<file path="config.mk">
export PLATFORM = sky130hd
export DESIGN_NAME = tcb_walker
export DESIGN_NICKNAME = d
export VERILOG_FILES = /design/src/sv/assert_macros.svh /design/src/sv/tcb_pkg.sv /design/src/sv/tcb_walker.sv
export SDC_FILE = /design/constraint.sdc
export NUM_CORES = 1
export LEC_CHECK = 0
export BUFFER_PORTS_ARGS = -buffer_cell sky130_fd_sc_hd__buf_4
export CORE_UTILIZATION = 44
export DETAILED_ROUTE_END_ITERATION = 6
export PLACE_DENSITY = 0.73
export SKIP_CTS_REPAIR_TIMING = 1
export SLEW_MARGIN = 20
export SYNTH_ARGS = -nofsm -noshare
export SYNTH_HDL_FRONTEND = slang
export SYNTH_SLANG_ARGS = --single-unit
</file>
<file path="constraint.sdc">
create_clock -name clk -period 2.3 [get_ports clk]
set_input_delay 0.69 -clock clk [delete_from_list [all_inputs] [get_ports clk]]
set_output_delay 0.69 -clock clk [all_outputs]
set_load 0.05 [all_outputs]
</file>
<file path="src/sv/assert_macros.svh">
// Assertion helpers shared by the RTL. Each use expects clk and rst_n in scope.
`ifndef ASSERT_MACROS_SVH
`define ASSERT_MACROS_SVH

// Checks a property at every rising clock edge outside reset.
`define TCB_ASSERT(lbl, prop, msg) \
  lbl: assert property (@(posedge clk) disable iff (!rst_n) (prop)) else $error(msg);

// Checks that a condition never holds outside reset.
`define TCB_ASSERT_NEVER(lbl, cond, msg) \
  `TCB_ASSERT(lbl, !(cond), msg)

`endif

</file>
<file path="src/sv/tcb_pkg.sv">
`timescale 1ns / 1ps
`default_nettype none

package tcb_pkg;

  localparam int ROW_W       = 5;
  localparam int COL_W       = 7;
  localparam int ENTRY_BYTES = 4;
  localparam int CELL_W      = 8 * ENTRY_BYTES;

  // Cell layout from the lowest byte up: character, fg, bg, attribute.
  localparam logic [7:0] BLANK_CHAR = 8'h20;
  localparam logic [7:0] RESET_FG   = 8'd7;
  localparam logic [7:0] RESET_BG   = 8'd0;
  localparam logic [CELL_W-1:0] RESET_CELL = {8'd0, RESET_BG, RESET_FG, BLANK_CHAR};

  typedef enum logic [2:0] {
    MODE_PUT    = 3'd0,
    MODE_CHAR   = 3'd1,
    MODE_COLORS = 3'd2,
    MODE_ATTR   = 3'd3,
    MODE_FILL   = 3'd4,
    MODE_SCROLL = 3'd5,
    MODE_CLEAR  = 3'd6,
    MODE_READ   = 3'd7
  } tcb_mode_t;

  localparam logic [ENTRY_BYTES-1:0] MASK_ALL    = 4'b1111;
  localparam logic [ENTRY_BYTES-1:0] MASK_CHAR   = 4'b0001;
  localparam logic [ENTRY_BYTES-1:0] MASK_COLORS = 4'b0110;
  localparam logic [ENTRY_BYTES-1:0] MASK_ATTR   = 4'b1000;

  // Command from the sequencer to the cell walker.
  typedef struct packed {
    logic             load;
    logic             step;
    logic             down;
    logic [ROW_W-1:0] row_first;
    logic [ROW_W-1:0] row_last;
    logic [COL_W-1:0] col_first;
    logic [COL_W-1:0] col_last;
    logic [ROW_W-1:0] offset;
  } tcb_walk_cmd_t;

endpackage

`default_nettype wire

</file>
<file path="src/sv/tcb_walker.sv">
`timescale 1ns / 1ps
`default_nettype none

// Row/column counter that walks a rectangle one cell per step, columns
// ascending, rows up or down, and forms the source row of a copy.
module tcb_walker #(
  parameter int CW = 7,
  parameter int RW = 5
) (
  input  wire logic                  clk,
  input  wire logic                  rst_n,
  input  wire tcb_pkg::tcb_walk_cmd_t cmd,
  output logic      [RW-1:0]         row,
  output logic      [CW-1:0]         col,
  output logic      [RW-1:0]         src_row,
  output logic                       last
);
  import tcb_pkg::*;

  logic [RW-1:0] row_r, row_nxt;
  logic [CW-1:0] col_r, col_nxt;
  logic [RW-1:0] row_last_r, row_last_nxt;
  logic [CW-1:0] col_first_r, col_first_nxt;
  logic [CW-1:0] col_last_r, col_last_nxt;
  logic [RW-1:0] off_r, off_nxt;
  logic          down_r, down_nxt;
  logic          col_end;

  assign col_end = (col_r == col_last_r);
  assign last    = col_end && (row_r == row_last_r);
  assign src_row = down_r ? (row_r - off_r) : (row_r + off_r);
  assign row     = row_r;
  assign col     = col_r;

  always_comb begin
    row_nxt       = row_r;
    col_nxt       = col_r;
    row_last_nxt  = row_last_r;
    col_first_nxt = col_first_r;
    col_last_nxt  = col_last_r;
    off_nxt       = off_r;
    down_nxt      = down_r;
    if (cmd.load) begin
      row_nxt       = cmd.row_first[RW-1:0];
      col_nxt       = cmd.col_first[CW-1:0];
      row_last_nxt  = cmd.row_last[RW-1:0];
      col_first_nxt = cmd.col_first[CW-1:0];
      col_last_nxt  = cmd.col_last[CW-1:0];
      off_nxt       = cmd.offset[RW-1:0];
      down_nxt      = cmd.down;
    end else if (cmd.step) begin
      if (col_end) begin
        col_nxt = col_first_r;
        row_nxt = down_r ? (row_r - 1'b1) : (row_r + 1'b1);
      end else begin
        col_nxt = col_r + 1'b1;
      end
    end
  end

  always_ff @(posedge clk) begin
    if (!rst_n) begin
      row_r       <= '0;
      col_r       <= '0;
      row_last_r  <= '0;
      col_first_r <= '0;
      col_last_r  <= '0;
      off_r       <= '0;
      down_r      <= 1'b0;
    end else begin
      row_r       <= row_nxt;
      col_r       <= col_nxt;
      row_last_r  <= row_last_nxt;
      col_first_r <= col_first_nxt;
      col_last_r  <= col_last_nxt;
      off_r       <= off_nxt;
      down_r      <= down_nxt;
    end
  end

endmodule

`default_nettype wire

</file>
-- Yosys cells after proc, flatten, opt, wreduce, memory -nomap -nowiden
Cells that the tools add are included.
Widths: inputs -> output; s select.
- flip-flop bits (word level): 37
- bits of input ports: 34
- output and inout port bits: 18
- word-level logic and storage cells: 26
- add/subtract/negate cells: 5
- eq/ne operators: 2
- multiplexer cells: 8
- reduce and logical (&&, ||, !) cells: 4
- operator list (operator ; number):
    $mux 5 ; 5
    $mux 7 ; 3
    $add 7x1->7 const B ; 1
    $eq 7x7->1 ; 1
    $add 5x1->5 const B ; 1
    $add 5x5->5 ; 1
    $eq 5x5->1 ; 1
    $sub 5x1->5 const B ; 1
    $sub 5x5->5 ; 1
    $reduce_bool 2->1 ; 2
    $reduce_and 2->1 ; 1
    $logic_and 1x1->1 ; 1

-- Longest topological paths before layout
- word-level depth: 5
- depth in mapped cells: 8
- depth with buffers taken out: 8

-- Worst setup path after synthesis
No wires, ideal clock.
- path kind: register to output
- start point: register col_r[3], in the netlist col[3]
- end point: output last
- data arrival time: 2.954 ns
- required time: 1.610 ns
- slack: -1.344 ns
- cell stages (with the launch flop): 6
- cell sequence: dfxtp_1 -> xnor2_1 -> nand4_1 -> nand4b_4 -> buf_4 -> nor4_1
- longest elaborated chain between the ends: 2
- ends and longest elaborated chain (element ; RTL line ; text):
    from (decl) ; tcb_walker.sv:21 ; logic [CW-1:0] col_r, col_nxt;
    from (signal assigned) ; tcb_walker.sv:72 ; col_r <= col_nxt;
    $eq 7x7->1 ; tcb_walker.sv:29 ; assign col_end = (col_r == col_last_r);
    $logic_and 1x1->1 ; tcb_walker.sv:30 ; assign last = col_end && (row_r == row_last_r);
    to (decl) ; tcb_walker.sv:16 ; output logic last
Every way passes these cells.

-- Worst setup path in the final report
- start point: register off_r[0]
- end point: output src_row[3]
- longest elaborated chain between the ends: 2
- elaborated cells between the ends (all ways): 3
- ends and longest elaborated chain (element ; RTL line ; text):
    from (decl) ; tcb_walker.sv:25 ; logic [RW-1:0] off_r, off_nxt;
    from (signal assigned) ; tcb_walker.sv:76 ; off_r <= off_nxt;
    $add 5x5->5 / $sub 5x5->5 (equally long branches) ; tcb_walker.sv:31 ; assign src_row = down_r ? (row_r - off_r) : (row_r + off_r);
    $mux 5 (*) ; tcb_walker.sv:31 ;
    to (decl) ; tcb_walker.sv:15 ; output logic [RW-1:0] src_row,
Every way passes the cells marked *; elsewhere a longest branch is shown, timed or not.

==> impl_metrics.ini <==
[clock_tree]
cts_tree = built
clockBufferDepth = 2
clkSlewWorstSetupHoldPaths_ns = 0.07
clock_latency_ns = 0.29
clock-root-buffer = clkbuf_8
cts_inserted_buffers = 5
cts.sinks = 37
htreeDepth = 2

[sta]
slew_headroom_pct = 74.0
layout_setup_ws_ns = -0.424
fin_skew_ns = 0.00297
finalHoldWorstSlack_ns = 0.523
rsz0062_at_grt = true
hold_viol_final = 0
worst_pin_slew_ns = 0.387
timing.fmax_mhz = 367
slew_violations = 0
period_needed_ns = 2.72
period_share_pct = 118
finalSetupViolations = 4

[placed_design]
place_area_um2 = 2740
place.gp.congestion = 0.800
dp_hpwl_um = 3460
port_buffers = 51
preCtsSetupSlack_ns = -0.218

[critical_path]
cp-start-kind = register
end_kind = primary output
cp_max_fo = 2
cp.arrival_ns = 2.03
required_ns = 1.61
crit_type = reg -> out

[global_routing]
track_usage_pct = 19.2
grt_pass1_wl_um = 7460
grt_max_degree = 40
overflow = 0
grt_antenna_before_repair = 0
grt_pass1_vias = 1603

[power_and_ir_drop]
comb_power_share_pct = 38.8
power_leakage_nw = 1.31
clockPowerShare_pct = 23.7
power.total_mw = 1.96
vdd_drop_max_uv = 361
intPower_mw = 1.28
swShare_pct = 34.6
p_switching_uw = 676
power.density_nw_per_um2 = 677
seqPwrFrac_pct = 37.4

[synth]
synth_largest_area_cell = dfxtp_1
synth.cell_area_um2 = 2100
synth_fp_nets = 267
ys_seq_elements = 37
syn_inst = 222
synth_area_leaders = dfxtp_1 (35%), mux2i_1 (17%), xnor2_1 (7.9%), nor2b_1 (7.4%), ha_1 (5.4%)
syn_avg_cell_area_um2 = 9.46
yosysSeqAreaShare_pct = 35.3
synth_top_area_share_pct = 35.3
synth_cell_type_count = 30
ys.warnings.count = 0

[cells_and_area]
syn_to_final_growth_pct = 37.4
final_util_pct = 64.5
fin_area_um2 = 2890
drive_above_1_share_pct = 36.6
antenna_cells = 0
fin_nets = 328

[drt]
drc = 6
antenna_left = 0
dr.pass1.iters = 6
vias_per_cell = 5.15
wl_per_cell_um = 13.8
via_count = 1731
wirelength_um = 4650
drt_iter0_drc = 74

[die]
core_um2 = 4470
die_h_um = 71.1
num_rows = 24
dieArea_um2 = 5050
die_w_um = 71.1
top_level_ports = 52
initial_core_util_pct = 47.0

[run]
maxCapViolCount = 0

[run_status]
violations = DRC, setup timing
status = finished, violations left

[worst_hold_path]
hp-class = reg -> reg
-- layout by cell type (no fill, tap or decap), types with 2 or more instances in the layout --
master,netlist,layout
nor2b_1,25,25
clkbuf_8,0,6
xnor2_4,0,2
clkbuf_1,9,2
nor3_1,4,4
a21oi_1,9,7
dfxtp_4,0,6
dfxtp_1,37,25
ha_1,9,8
dfxtp_2,0,6
nand4_1,2,2
a211oi_1,3,3
o21ai_0,8,8
a31oi_1,2,2
xor2_1,9,8
xnor2_1,19,14
a21o_1,4,4
nand2_1,7,7
nor2_1,7,6
a22o_1,3,3
nand3_1,6,6
o21ai_1,4,4
nor2_2,1,2
mux2i_1,35,34
buf_6,0,5
inv_2,2,4
buf_4,1,62
xnor2_2,0,3
a21oi_4,0,2
inv_1,6,4
-- cells by family (layout without fill, tap and decap cells) --
logic type                 after synthesis  in the layout  share of synthesized area (%)
adders and majority gates               11             11                           7.27
and+or+nand+nor                         56             56                           15.3
buffers and inverters                   21             83                           4.11
muxes                                   35             35                           16.7
DFF                                     37             37                           35.3
AOI/OAI and AO/OA                       34             34                           9.71
xor gates and xnor gates                28             28                           11.7
-- synthesized netlist by cell type --
| cell type | number |
|---|---|
| dfxtp_1 | 37 |
| mux2i_1 | 35 |
| nor2b_1 | 25 |
| xnor2_1 | 19 |
| a21oi_1 | 9 |
| clkbuf_1 | 9 |
| ha_1 | 9 |
| xor2_1 | 9 |
| o21ai_0 | 8 |
| nand2_1 | 7 |
| nor2_1 | 7 |
| inv_1 | 6 |
| nand3_1 | 6 |
| a21o_1 | 4 |
| nor3_1 | 4 |
| o21ai_1 | 4 |
| a211oi_1 | 3 |
| a22o_1 | 3 |
| buf_2 | 3 |
| a31oi_1 | 2 |
| fa_1 | 2 |
| inv_2 | 2 |
| nand4_1 | 2 |
| buf_4 | 1 |
| nand4b_4 | 1 |
| nor2_2 | 1 |
| nor4_1 | 1 |
| o31ai_1 | 1 |
| or2_1 | 1 |
| or4_1 | 1 |
-- stage by stage --
step	TNS [ns]	cells
2_1_floorplan	-0.190	222
3_5_place_dp	-0.393	326
6_report	-1.24	336
5_1_grt	-1.54	336
3_3_place_gp	-0.285	326
4_1_cts	-1.65	334
-- flip-flops by register name (all words and copies together), names as in the netlist --
| register | count |
|---|---|
| off_r | 5 |
| down_r | 1 |
| row_last_r | 5 |
| row | 5 |
| col | 7 |
| col_last_r | 7 |
| col_first_r | 7 |
-- power by group through the flow --
| stage | clock (mW) | sequential (mW) | combinational, mW |
|---|---|---|---|
| after floorplan | 0 | 0.794 | 0.477 |
| after global placement | 0 | 0.745 | 0.709 |
| after detailed placement | 0 | 0.745 | 0.724 |
| after CTS | 0.477 | 0.731 | 0.726 |
| after global routing | 0.507 | 0.738 | 0.808 |
| final | 0.464 | 0.732 | 0.759 |
-- worst max-delay path: stages, from the launching register on --
cell     delay (ns)
dfxtp_2        0.34
inv_2          0.04
ha_4           0.23
mux2i_4        0.18
ha_1           0.27
a21o_1         0.19
a21oi_4        0.19
xnor2_4        0.14
buf_6          0.17
-- final timing paths --
check	cells after the start	slack [ns]	startpoint	to
worst max-delay path	8	-0.42	off_r[0]	src_row[3]
worst min-delay path	2	0.52	col_first_r[2]	col_first_r[2]
worst max register to register	7	0.26	row[0]	row[4]
worst min register to register	2	0.52	col_first_r[2]	col_first_r[2]
-- per-layer routing --
layer  GRT usage [%]  vias to the layer above  part of all wire (%)
met5               0                        -                     0
met2            31.4                       55                    47
met1            25.8                      790                    47
met4            4.67                        0                  0.95
met3            4.56                        5                   5.1
li1                -                      881                     -
-- layout make-up --
type                            instances  area [um2]
Inverter                                8        30.0
Clock buffer                            8        90.1
Sequential cell                        37         771
Tap cell                               52        65.1
Multi-Input combinational cell        164        1410
Fill cell                             399        1590
Timing Repair Buffer                   67         522
No activity file was read; power rests on OpenSTA's default activity.
